## src/skf_pkg.sv

```systemverilog
`timescale 1ns / 1ps
`default_nettype none
// ---------------------------------------------------------------------------
// skf_pkg: shared types and constants of the scalar Kalman filter
// Holds the sequencer state type, the register map and the fixed widths of
// the covariance and noise registers.
// ---------------------------------------------------------------------------
package skf_pkg;

	// Covariance and noise registers are 24 bits wide, unsigned.
	localparam int unsigned COV_W = 24;
	localparam logic [COV_W-1:0] COV_MAX = {COV_W{1'b1}};

	// Estimate and result width.
	localparam int unsigned EST_W = 32;

	// Reset values of the noise registers.
	localparam logic [COV_W-1:0] Q_NOISE_RESET = 24'd655;
	localparam logic [COV_W-1:0] R_NOISE_RESET = 24'd6554;

	// Register map: index taken from paddr[2].
	localparam int unsigned PADDR_W = 3;
	localparam logic REG_Q_NOISE = 1'b0;
	localparam logic REG_R_NOISE = 1'b1;

	// Sequencer states, one-hot.
	typedef enum logic [8:0] {
		ST_IDLE = 9'b000000001,
		ST_LOAD = 9'b000000010,
		ST_PRED = 9'b000000100,
		ST_DEN  = 9'b000001000,
		ST_DIV  = 9'b000010000,
		ST_GAIN = 9'b000100000,
		ST_MUL  = 9'b001000000,
		ST_RND  = 9'b010000000,
		ST_DONE = 9'b100000000
	} skf_state_t;

endpackage
`default_nettype wire

```

## src/scalar_kalman_filter.sv

```systemverilog
`timescale 1ns / 1ps
`default_nettype none
// ---------------------------------------------------------------------------
// scalar_kalman_filter: one-dimensional constant-model Kalman filter
// Smooths a stream of signed samples with a bit-serial divider for the gain
// and two bit-serial multipliers for the estimate and covariance updates.
// ---------------------------------------------------------------------------
// Each accepted sample produces one filtered estimate, signed with FRAC_BITS
// fractional bits. A sample flagged as first reloads the estimate with the
// sample and the covariance with 0.02 before the update runs. A sample
// passes through load, prediction, denominator setup, the one-bit-per-cycle
// restoring divider that forms the gain, gain setup, the shift-add
// multipliers, rounding and write-back. Samples are processed one at a time;
// a new sample is accepted while the previous result still waits in the
// output register, and the write-back of that sample waits until the output
// register is free. The noise registers q_noise (byte address 0) and r_noise
// (byte address 4) are to be written over the APB port only while the filter
// is idle; the filter itself does not enforce this.
module scalar_kalman_filter
	import skf_pkg::*;
#(
	parameter int unsigned SAMPLE_BITS = 16,
	parameter int unsigned FRAC_BITS   = 16
) (
	input  wire logic                          clk,
	input  wire logic                          arst_n,
	// Sample channel.
	input  wire logic                          in_valid,
	output logic                               in_ready,
	input  wire logic signed [SAMPLE_BITS-1:0] sample,
	input  wire logic                          first,
	// Result channel.
	output logic                               out_valid,
	input  wire logic                          out_ready,
	output logic signed [EST_W-1:0]            filtered,
	// Configuration port.
	input  wire logic                          psel,
	input  wire logic                          penable,
	input  wire logic                          pwrite,
	input  wire logic [PADDR_W-1:0]            paddr,
	input  wire logic [31:0]                   pwdata,
	output logic [31:0]                        prdata,
	output logic                               pready
);

	// Gain width: FRAC_BITS fraction plus the integer bit for 1.0.
	localparam int unsigned GW  = FRAC_BITS + 1;
	// Magnitude of the innovation: up to 2^32 - 1.
	localparam int unsigned MW  = EST_W + 1;
	localparam int unsigned PW1 = MW + GW;
	localparam int unsigned PW2 = COV_W + GW;
	localparam int unsigned DW  = COV_W + 1;
	localparam int unsigned CW  = $clog2(GW + 1);
	localparam int unsigned XW  = SAMPLE_BITS + FRAC_BITS + EST_W;
	localparam int unsigned SW  = EST_W + 4;

	localparam logic [COV_W-1:0] COV_START =
		COV_W'(((64'd2 << FRAC_BITS) + 64'd50) / 64'd100);
	localparam logic [GW-1:0] ONE_FIX = {1'b1, {FRAC_BITS{1'b0}}};
	localparam logic [PW1-1:0] HALF1 = PW1'(64'd1 << (FRAC_BITS - 1));
	localparam logic [PW2-1:0] HALF2 = PW2'(64'd1 << (FRAC_BITS - 1));
	localparam logic signed [XW-1:0] EST_MAX_X = XW'(64'sh7FFFFFFF);
	localparam logic signed [XW-1:0] EST_MIN_X = XW'(-64'sd2147483648);
	localparam logic signed [SW-1:0] EST_MAX_S = SW'(64'sh7FFFFFFF);
	localparam logic signed [SW-1:0] EST_MIN_S = SW'(-64'sd2147483648);

	skf_state_t state_q;

	// Configuration registers.
	logic [COV_W-1:0] q_noise_q;
	logic [COV_W-1:0] r_noise_q;

	// Filter state.
	logic signed [EST_W-1:0] est_q;
	logic [COV_W-1:0]        cov_q;

	// Working registers.
	logic signed [SAMPLE_BITS-1:0] sample_q;
	logic                          first_q;
	logic signed [EST_W-1:0]       meas_q;
	logic [COV_W-1:0]              pm_q;
	logic [DW-1:0]                 den_q;
	logic [DW-1:0]                 rem_q;
	logic [FRAC_BITS-1:0]          quo_q;
	logic                          qtop_q;
	logic                          dz_q;
	logic [MW-1:0]                 mag_q;
	logic                          neg_q;
	logic [PW1-1:0]                p1_q;
	logic [PW2-1:0]                p2_q;
	logic [MW:0]                   rnd_q;
	logic [COV_W-1:0]              np_q;
	logic [CW-1:0]                 cnt_q;
	logic                          out_valid_q;
	logic signed [EST_W-1:0]       filtered_q;

	logic cfg_wr;
	logic in_acc;
	logic out_free;

	// Measurement in fixed point, saturated to 32 bits.
	logic signed [XW-1:0]    meas_x;
	logic signed [EST_W-1:0] meas_sat;

	// Prediction and innovation.
	logic [DW-1:0]          pm_sum;
	logic [COV_W-1:0]       pm_sat;
	logic signed [EST_W:0]  diff;

	// Divider step.
	logic [DW:0] rem2;
	logic        rem_ge;

	// Gain.
	logic [GW-1:0] gain;

	// Multiplier steps.
	logic [MW:0]    s1;
	logic [COV_W:0] s2;

	// Rounding and write-back.
	logic [PW1-1:0]          r1_sum;
	logic [PW2-1:0]          r2_sum;
	logic [COV_W:0]          np_wide;
	logic signed [SW-1:0]    est_sum;
	logic signed [EST_W-1:0] est_new;

	assign cfg_wr   = psel && penable && pwrite && pready;
	assign in_ready = (state_q == ST_IDLE);
	assign in_acc   = in_valid && in_ready;
	assign out_free = !out_valid_q || out_ready;

	assign out_valid = out_valid_q;
	assign filtered  = filtered_q;
	assign pready    = 1'b1;

	// Register readback.
	always_comb begin
		case (paddr[2])
			REG_Q_NOISE: prdata = {8'd0, q_noise_q};
			REG_R_NOISE: prdata = {8'd0, r_noise_q};
			default:     prdata = '0;
		endcase
	end

	// Scale the sample to fixed point and clamp to the estimate range.
	always_comb begin
		meas_x = XW'(sample_q) <<< FRAC_BITS;
		if (meas_x > EST_MAX_X) begin
			meas_sat = EST_MAX_S[EST_W-1:0];
		end else if (meas_x < EST_MIN_X) begin
			meas_sat = EST_MIN_S[EST_W-1:0];
		end else begin
			meas_sat = meas_x[EST_W-1:0];
		end
	end

	// Predicted covariance, saturated, and the innovation.
	always_comb begin
		pm_sum = {1'b0, cov_q} + {1'b0, q_noise_q};
		pm_sat = pm_sum[COV_W] ? COV_MAX : pm_sum[COV_W-1:0];
		diff   = (EST_W + 1)'(meas_q) - (EST_W + 1)'(est_q);
	end

	// One restoring division step per cycle.
	always_comb begin
		rem2   = {rem_q, 1'b0};
		rem_ge = (rem2 >= {1'b0, den_q});
	end

	// The gain is exactly 1.0 when the denominator is zero.
	assign gain = dz_q ? ONE_FIX : {qtop_q, quo_q};

	// One shift-add step of each multiplier per cycle.
	always_comb begin
		s1 = {1'b0, p1_q[PW1-1:GW]} + (p1_q[0] ? {1'b0, mag_q} : '0);
		s2 = {1'b0, p2_q[PW2-1:GW]} + (p2_q[0] ? {1'b0, pm_q} : '0);
	end

	// Round both products to nearest.
	always_comb begin
		r1_sum  = p1_q + HALF1;
		r2_sum  = p2_q + HALF2;
		np_wide = r2_sum[PW2-1:FRAC_BITS];
	end

	// Apply the correction to the estimate with saturation.
	always_comb begin
		if (neg_q) begin
			est_sum = SW'(est_q) - SW'({1'b0, rnd_q});
		end else begin
			est_sum = SW'(est_q) + SW'({1'b0, rnd_q});
		end
		if (est_sum > EST_MAX_S) begin
			est_new = EST_MAX_S[EST_W-1:0];
		end else if (est_sum < EST_MIN_S) begin
			est_new = EST_MIN_S[EST_W-1:0];
		end else begin
			est_new = est_sum[EST_W-1:0];
		end
	end

	// Sequencer, configuration registers, filter state and output register.
	always_ff @(posedge clk or negedge arst_n) begin
		if (!arst_n) begin
			state_q     <= ST_IDLE;
			q_noise_q   <= Q_NOISE_RESET;
			r_noise_q   <= R_NOISE_RESET;
			est_q       <= '0;
			cov_q       <= COV_START;
			out_valid_q <= 1'b0;
			cnt_q       <= '0;
		end else begin
			if (cfg_wr) begin
				case (paddr[2])
					REG_Q_NOISE: q_noise_q <= pwdata[COV_W-1:0];
					REG_R_NOISE: r_noise_q <= pwdata[COV_W-1:0];
					default: ;
				endcase
			end

			// The write-back below refills the register in the cycle it is taken.
			if (out_valid_q && out_ready && (state_q != ST_DONE)) begin
				out_valid_q <= 1'b0;
			end

			case (state_q)
				ST_IDLE: begin
					if (in_acc) begin
						state_q <= ST_LOAD;
					end
				end
				ST_LOAD: begin
					// A first sample restarts the sequence.
					if (first_q) begin
						est_q <= meas_sat;
						cov_q <= COV_START;
					end
					state_q <= ST_PRED;
				end
				ST_PRED: begin
					state_q <= ST_DEN;
				end
				ST_DEN: begin
					cnt_q   <= CW'(FRAC_BITS - 1);
					state_q <= ST_DIV;
				end
				ST_DIV: begin
					if (cnt_q == '0) begin
						state_q <= ST_GAIN;
					end else begin
						cnt_q <= cnt_q - 1'b1;
					end
				end
				ST_GAIN: begin
					cnt_q   <= CW'(GW - 1);
					state_q <= ST_MUL;
				end
				ST_MUL: begin
					if (cnt_q == '0) begin
						state_q <= ST_RND;
					end else begin
						cnt_q <= cnt_q - 1'b1;
					end
				end
				ST_RND: begin
					state_q <= ST_DONE;
				end
				ST_DONE: begin
					// Commit once the output register can take the word.
					if (out_free) begin
						est_q       <= est_new;
						cov_q       <= np_q;
						out_valid_q <= 1'b1;
						state_q     <= ST_IDLE;
					end
				end
				default: begin
					state_q <= ST_IDLE;
				end
			endcase
		end
	end

	// Datapath registers.
	always_ff @(posedge clk) begin
		case (state_q)
			ST_IDLE: begin
				if (in_acc) begin
					sample_q <= sample;
					first_q  <= first;
				end
			end
			ST_LOAD: begin
				meas_q <= meas_sat;
			end
			ST_PRED: begin
				pm_q  <= pm_sat;
				neg_q <= diff[EST_W];
				mag_q <= diff[EST_W] ? MW'(-diff) : MW'(diff);
			end
			ST_DEN: begin
				// The integer bit of the quotient is set only when r_noise is zero.
				den_q <= {1'b0, pm_q} + {1'b0, r_noise_q};
				dz_q  <= (pm_q == '0) && (r_noise_q == '0);
				quo_q <= '0;
				if (r_noise_q == '0) begin
					qtop_q <= (pm_q != '0);
					rem_q  <= '0;
				end else begin
					qtop_q <= 1'b0;
					rem_q  <= {1'b0, pm_q};
				end
			end
			ST_DIV: begin
				rem_q <= rem_ge ? DW'(rem2 - {1'b0, den_q}) : rem2[DW-1:0];
				quo_q <= {quo_q[FRAC_BITS-2:0], rem_ge};
			end
			ST_GAIN: begin
				p1_q <= {{MW{1'b0}}, gain};
				p2_q <= {{COV_W{1'b0}}, GW'(ONE_FIX - gain)};
			end
			ST_MUL: begin
				p1_q <= {s1, p1_q[GW-1:1]};
				p2_q <= {s2, p2_q[GW-1:1]};
			end
			ST_RND: begin
				rnd_q <= r1_sum[PW1-1:FRAC_BITS];
				np_q  <= np_wide[COV_W] ? COV_MAX : np_wide[COV_W-1:0];
			end
			ST_DONE: begin
				if (out_free) begin
					filtered_q <= est_new;
				end
			end
			default: ;
		endcase
	end

endmodule
`default_nettype wire

```

## config.mk

```make
export PLATFORM = sky130hd
export DESIGN_NAME = scalar_kalman_filter
export DESIGN_NICKNAME = d
export VERILOG_FILES = /design/src/skf_pkg.sv /design/src/scalar_kalman_filter.sv
export SDC_FILE = /design/constraint.sdc
export NUM_CORES = 1
export LEC_CHECK = 0
export BUFFER_PORTS_ARGS = -buffer_cell sky130_fd_sc_hd__buf_2
export CORE_UTILIZATION = 30
export CTS_CLUSTER_DIAMETER = 60
export DETAILED_ROUTE_END_ITERATION = 8
export SYNTH_ARGS = -nofsm -noshare
export SYNTH_HDL_FRONTEND = slang
export SYNTH_SLANG_ARGS = --single-unit
```

## constraint.sdc

```tcl
create_clock -name clk -period 14.41 [get_ports clk]
set_input_delay 0.7205 -clock clk [delete_from_list [all_inputs] [get_ports clk]]
set_output_delay 0.7205 -clock clk [all_outputs]
set_load 0.005 [all_outputs]
```

* Yosys cells after proc, flatten, opt, wreduce, memory -nomap -nowiden
Index checks and enable logic that the tools add are counted.
** Storage, ports and cells
- Word-level logic and storage cells :: 115
- Output and inout port bits :: 67
- Input port bits :: 59
- Register bits after elaboration :: 475
** Operators by class
- $lt $le $gt $ge :: 5
- Bitwise logic cells :: 1
- Reductions and logical operators :: 24
- Multiplexer cells :: 32
- Add/subtract/negate cells :: 13
- Equal/unequal tests :: 16
** Operator list (count)
- 2-to-1 mux 32 bit :: 7
- case mux 32 bit (2 select lines) :: 2
- case mux 50 bit (2 select lines) :: 1
- 2-to-1 mux 24 bit :: 4
- case mux 41 bit (2 select lines) :: 1
- case mux 9 bit (9 select lines) :: 1
- adder 24 x 24 -> 25 bit :: 3
- adder 50 x 16 -> 50 bit, second input constant :: 1
- case mux 25 bit (2 select lines) :: 1
- zero test 24 bit :: 2
- case mux 24 bit (2 select lines) :: 1
- adder 41 x 16 -> 41 bit, second input constant :: 1
- adder 32 x 35 -> 36 bit :: 1
- greater-than comparator 36 x 32 -> 1 bit, second input constant :: 1
- < comparator 36 x 32 -> 1 bit, second input constant :: 1
- 2-to-1 mux 36 bit :: 1
- 2-to-1 mux 9 bit :: 4
- subtractor 32 x 35 -> 36 bit :: 1
- adder 33 x 33 -> 34 bit :: 1
- 2-to-1 mux 33 bit :: 1
- negator 33 bit :: 1
- subtractor 32 x 32 -> 33 bit :: 1
- greater-than comparator 32 bit, second input constant :: 1
- < comparator 32 bit, second input constant :: 1
- other kinds (34) :: 51

* Depth between registers and ports, before layout
- Depth in word-level cells :: 7
- Gate-level depth with buffers :: 23
- Mapped depth without buffers :: 20

* Worst setup path after synthesis
No wires, ideal clock.
- Path type :: reg-to-reg
- Start :: reg state_q[1]
- End :: reg np_q[0], enable pin
- Path slack :: 8310 ps
- Path buffers :: 0
- Data required time :: 13850 ps
- Library setup time :: 560 ps
- Data arrival time :: 5540 ps
- Period minus slack after synthesis :: 6100 ps
- Cell stages (with the launch flop) :: 5
- Cells stage by stage :: dfrtp_1 -> nor4_1 -> nor2b_1 -> nand2_1 -> nor3b_1
** Between the ends
- Longest elaborated chain between the ends :: 1
** RTL lines
- start: declaration :: RTL line scalar_kalman_filter.sv:67 : skf_state_t state_q;
- start signal: assignment :: RTL line scalar_kalman_filter.sv:206 : state_q <= ST_IDLE;
- start signal: assignment :: RTL line scalar_kalman_filter.sv:230 : state_q <= ST_LOAD;
- start signal: assignment :: RTL line scalar_kalman_filter.sv:239 : state_q <= ST_PRED;
- == test 9 x 8 -> 1 bit :: RTL line scalar_kalman_filter.sv:287 : case (state_q)
- end signal: assignment :: RTL line scalar_kalman_filter.sv:329 : np_q <= np_wide[COV_W] ? COV_MAX : np_wide[COV_W-1:0];
- end: declaration :: RTL line scalar_kalman_filter.sv:92 : logic [COV_W-1:0] np_q;
No other way between the ends.
A chain may end at the register's enable or synchronous reset.

* Worst setup path in the final report
- Start :: reg rnd_q[2]
- End :: reg est_q[8]
** Between the ends
- Longest elaborated chain between the ends :: 7
- Elaborated cells between the ends (all ways) :: 9
- Classes of those cells :: add/sub (2); order compare (2); mux (5)
** RTL lines
- start: declaration :: RTL line scalar_kalman_filter.sv:91 : logic [MW:0] rnd_q;
- start signal: assignment :: RTL line scalar_kalman_filter.sv:328 : rnd_q <= r1_sum[PW1-1:FRAC_BITS];
- adder 32 x 35 -> 36 bit or subtractor 32 x 35 -> 36 bit (tied branches) :: RTL line scalar_kalman_filter.sv:192, scalar_kalman_filter.sv:190
- 2-to-1 mux 36 bit (*) :: RTL line scalar_kalman_filter.sv:189 : if (neg_q) begin
- < comparator 36 x 32 -> 1 bit :: RTL line scalar_kalman_filter.sv:196 : end else if (est_sum < EST_MIN_S) begin
- 2-to-1 mux 32 bit :: RTL line scalar_kalman_filter.sv:196
- 2-to-1 mux 32 bit (*) :: RTL line scalar_kalman_filter.sv:194 : if (est_sum > EST_MAX_S) begin
- via est_new[8] :: RTL line scalar_kalman_filter.sv:126 : logic signed [EST_W-1:0] est_new;
- 2-to-1 mux 32 bit (*) :: RTL line scalar_kalman_filter.sv:271 : if (out_free) begin
- case mux 32 bit (2 select lines) (*) :: RTL line scalar_kalman_filter.sv:227 : case (state_q)
- end signal: assignment :: RTL line scalar_kalman_filter.sv:236 : est_q <= meas_sat;
- end signal: assignment :: RTL line scalar_kalman_filter.sv:272 : est_q <= est_new;
- end: declaration :: RTL line scalar_kalman_filter.sv:74 : logic signed [EST_W-1:0] est_q;
The timed path passes the listed nets; every way through them passes the cells marked *. The select of a mux whose other input is x is not followed.

==> results <==
- The flow ran to the end, and the final reports show no timing, DRC or antenna violations.
- The multi-input gate area in the final layout is 0.0155 mm2.
- The maximum number of pins on one net before global-route repair is 73.
- After clock tree synthesis, the clock-pin slew on the worst setup and hold paths is roughly 60 ps.
- The commonest register cell after synthesis is sky130_fd_sc_hd__edfxtp_1.
- The setup violation total in the final timing report is 0.
- The cell taking the most area after synthesis is sky130_fd_sc_hd__edfxtp_1.
- The async set-or-reset flop fraction in the synthesized netlist is between 20% and 30%.
- Once detail routing completed, the nets flagged for antenna violations numbered 0.
- The count of buffers added on input and output ports is about 110.
- The floorplan step defined a die boundary enclosing around 0.10 mm2.
- Across every metal layer, demand over resource in global routing totals approximately 15%.
- The met3 usage is between 2 and 2.5%.
- The deepest level of the CTS H-tree is 2.
- The wire length after detailed routing is 78,600 um.
- STA classifies the critical path startpoint as a flip-flop.
- The kind of path behind the tightest hold check is input pin to async pin.
- The number of antenna violations at the first check in global routing came to 3.
- The leakage dissipation is roughly 13 nW.
- The number of logic stages on the critical path including buffering is 18.
- During synthesis, Yosys emitted a total of 0 warnings.
- Hold is met by approximately 70 ps.
- The total overflow left after global routing is 0.
- The unique cell type count in the Yosys netlist is 89.
- Tracing the worst setup path back leads to its startpoint at rnd_q[2].
- The count of inserted antenna diode cells is 0.
- The critical path buffer and inverter count is 0.
- The count of final hold-check violations came to 0.
- The layout cell share with drive strength beyond 1 is 11.2%.
- At the pin with the least slew margin, the transition time is around 1100 ps.
- The placeable core area is 0.0973 mm2.
- Post-CTS timing repair inserted 0 buffers for setup.
- The number of search-and-repair iterations in the first detailed-routing pass is 5.
- The wire-length estimate of the detail-placed layout is about 58,000 um.
- After the last flow step, the layout net total stands at ~3.4k.
- The count of state elements after synthesis is approximately 460.
- The endpoint identified for the worst register-to-register timing path is est_q[8].
- The met1 usage in global routing is about a quarter.
- Summing every instance area after synthesis gives ~0.03 mm2.
- In the final routed layout, each cell accounts on average for 17.7 um.
- The post-route fraction of the period consumed by the critical path is ~46%.
- Grouping stages by cell kind, the critical path spends the most delay in simple AND/OR/NAND/NOR gates.
- The utilization of the core after routing is 34.3%.
- Following the worst setup path forward leads to its endpoint at est_q[8].
- Walking the worst path, the cells encountered are nor2_1, nor4b_1, nand2b_1, nor2_1, and3b_1, a21oi_1, xnor2_1, ha_1, and3_1, nand2_1, or4_1, o41ai_1, o211ai_1, nand2b_1, xnor2_1, o41a_1, o21ai_1, a22o_1.
- The clock reaches the later pin of the worst-skew pair after between 600 and 700 ps.
- The slowest stage of the critical path is the sky130_fd_sc_hd__o41a_1 cell.
- In the final layout, flip-flops and latches occupy around 0.013 mm2.
- The area of placed instances is around 0.032 mm2.
- The number of fill cells is 9,933.
- The library cells used most frequently in the layout, excluding fill and tap cells, are 340 x sky130_fd_sc_hd__edfxtp_1, 302 x sky130_fd_sc_hd__nand2_1, 252 x sky130_fd_sc_hd__nor2_1.
- For this run, design rule violations remaining after detail routing come to 0.
- Setup repair after global routing left no endpoint under its margin.
- Dividing the synthesized area by the synthesized cell count gives between 9 and 10 um2.
- The fraction of synthesized cell area taken by the top area cell type is 34.4%.
- The worst register-to-register path begins at rnd_q[2].
- The final period demand of the worst path is roughly 6600 ps.
- Detailed routing inserted a total of 22.8k vias.
- The number of pins with negative max-slew slack in the final report is 0.
- The initialized floorplan defines about 110 standard-cell rows.
- Ranked by total cell area, the synthesized netlist is headed by sky130_fd_sc_hd__edfxtp_1 34%, sky130_fd_sc_hd__dfrtp_1 8.3%, sky130_fd_sc_hd__ha_1 8.0%.
- The top fanout value on the critical path is 16.
- The sequential fraction of the synthesis area is about 45%.
- The worst pin sits at a relative slew slack of between 20 and 30%.
- The leading cell type in the layout, fill and taps excluded is sky130_fd_sc_hd__edfxtp_1.
- After routing the design area is around 0.033 mm2.
- The cell count after synthesis came out at around 3.0k.
- The number of CTS-inserted buffers is between 50 and 60.
- The root buffer cell chosen for the clock tree is sky130_fd_sc_hd__clkbuf_16.
- Setup slack on the worst reg-to-reg path comes out at just under 8000 ps.
- TritonCTS built the clock tree.
- The via count of the first global-routing pass is 21.0k.
- The worst setup path category is flip-flop to flip-flop.
- The height of the chip is approximately 320 um.
- The number of gates resized after cts is 0.
- The starting density of the core is a little under a third.
- The first global-routing pass estimated 122,000 um of wire.
- Pin placement for this block handled 126 I/O pins.
- The design draws 5.25 mW.
- Based on the critical path, the design can be clocked at up to around 150 MHz.
- The global routing usage on met2 is 23.1%.
- The critical path data arrival time is just over 7000 ps.
- The worst register-to-register path has a depth of 18.
- The total negative slack is 0 ps.
- The worst-case IR drop observed on VDD is between 0.1 and 0.15 mV.
- The most crowded layer after global routing is met1.
- The kind of end point of the critical path is a flip-flop.
- In this design, the stage delay of the slowest critical-path cell is 870 ps.
- The violation count after the first detailed-routing iteration is 1,682.
- Yosys mapped a number of flops with a built-in enable equal to 340.
- In this run, post-CTS hold repair placed 0 buffers.
- The total power divided by cell area is around 160 mW/mm2.
- In this run the deepest clock path goes through 3 buffers.
- The final RePlAce weighted congestion is between 0.9 and 1.
- Using the TritonRoute via totals, the vias-per-cell ratio works out to around 5.1.
- Data on the critical path is required at its endpoint by between 10,000 and 15,000 ps.
- The final setup skew is about 26 ps.
- The die extent in x is about 320 um.
- Compared with the post-synthesis result, the final layout area differs by 12.6%.
- The number of max-cap violations is 0.
- The clock net in this run drives a total of 459 sinks.
## registers in the layout (all words and copies together), names as in the netlist, 5 cells and up
register,cells
p2_q,41
mag_q,33
cov_q,24
rem_q,25
np_q,24
r_noise_q,24
p1_q,50
den_q,25
pm_q,24
rnd_q,34
meas_q,16
sample_q,16
state_q,9
filtered,32
quo_q,16
est_q,32
cnt_q,5
q_noise_q,24
## cell type report
class / instances / share of cell area [%]
Clock buffer: 70 / 4.41
Clock inverter: 35 / 1.03
Inverter: 132 / 1.48
Multi-Input combinational cell: 2325 / 46.5
Sequential cell: 459 / 39.6
Tap cell: 1276 / 4.78
Timing Repair Buffer: 133 / 2.21
## worst min-delay path by stage
stage	from	end	slack [ps]	cells after the start
6_report	arst_n	cnt_q[0]	70	1
5_1_grt	arst_n	state_q[6]	90	1
4_1_cts	arst_n	state_q[4]	50	1
3_5_place_dp	sample_q[14]	meas_q[30]	440	0
3_3_place_gp	sample_q[9]	meas_q[25]	460	0
2_1_floorplan	arst_n	cnt_q[0]	420	0
## per-stage QoR
| stage | instances | setup WS [ps] |
|---|---|---|
| global placement | 4325 | 8050 |
| global route | 4430 | 7370 |
| floorplan | 3029 | 8310 |
| finish | 4430 | 7820 |
| CTS | 4430 | 7910 |
| detailed placement | 4325 | 7970 |
## metal layers
metal	share of wire, %	up-vias
met5	0	-
met4	1.7	0
met3	5.6	88
met2	43	526
met1	50	11000
li1	-	11100
## power by group
| part | leakage (nW) | switching (mW) | internal (mW) |
|---|---|---|---|
| Clock | 0.891 | 0.604 | 0.806 |
| Sequential | 4.72 | 0.153 | 1.71 |
| Combinational | 7.85 | 1.23 | 0.755 |
## cell families after synthesis
| group | share of synthesized area [%] |
|---|---|
| AOI/OAI and AO/OA | 14.8 |
| xor gates and xnor gates | 8.21 |
| adders and majority gates | 8.43 |
| buffers and inverters | 3.31 |
| DFF | 44.6 |
| muxes | 3.08 |
| other | 0.0253 |
| and+or+nand+nor | 17.6 |
## cells in the mapped netlist (20+ instances only)
cell	count
sky130_fd_sc_hd__edfxtp_1	340
sky130_fd_sc_hd__nand2_1	304
sky130_fd_sc_hd__nor2_1	253
sky130_fd_sc_hd__a21oi_1	240
sky130_fd_sc_hd__ha_1	190
sky130_fd_sc_hd__xnor2_1	176
sky130_fd_sc_hd__o21ai_0	168
sky130_fd_sc_hd__inv_1	132
sky130_fd_sc_hd__xor2_1	100
sky130_fd_sc_hd__dfrtp_1	98
sky130_fd_sc_hd__clkbuf_1	81
sky130_fd_sc_hd__and2_1	79
sky130_fd_sc_hd__mux2_2	73
sky130_fd_sc_hd__nor3_1	70
sky130_fd_sc_hd__nand3_1	64
sky130_fd_sc_hd__a21o_1	58
sky130_fd_sc_hd__nand2b_1	53
sky130_fd_sc_hd__nand4_1	34
sky130_fd_sc_hd__o21a_1	32
sky130_fd_sc_hd__and3_1	30
sky130_fd_sc_hd__nor2b_1	30
sky130_fd_sc_hd__or3_1	28
sky130_fd_sc_hd__nor4_1	25
sky130_fd_sc_hd__a31oi_1	23
sky130_fd_sc_hd__o21ai_1	23
sky130_fd_sc_hd__dfstp_2	21
sky130_fd_sc_hd__a22o_1	20
## worst reg2reg max path, cell delays in order (launching register included)
cell                       delay [ps]
sky130_fd_sc_hd__edfxtp_1         420
sky130_fd_sc_hd__nor2_1           210
sky130_fd_sc_hd__nor4b_1          540
sky130_fd_sc_hd__nand2b_1         210
sky130_fd_sc_hd__nor2_1           370
sky130_fd_sc_hd__and3b_1          430
sky130_fd_sc_hd__a21oi_1          140
sky130_fd_sc_hd__xnor2_1          160
sky130_fd_sc_hd__ha_1             390
sky130_fd_sc_hd__and3_1           260
sky130_fd_sc_hd__nand2_1          110
sky130_fd_sc_hd__or4_1            570
sky130_fd_sc_hd__o41ai_1          700
sky130_fd_sc_hd__o211ai_1         170
sky130_fd_sc_hd__nand2b_1         120
sky130_fd_sc_hd__xnor2_1          240
sky130_fd_sc_hd__o41a_1           870
sky130_fd_sc_hd__o21ai_1          300
sky130_fd_sc_hd__a22o_1           260
No activity file was read; power rests on OpenSTA's default activity.
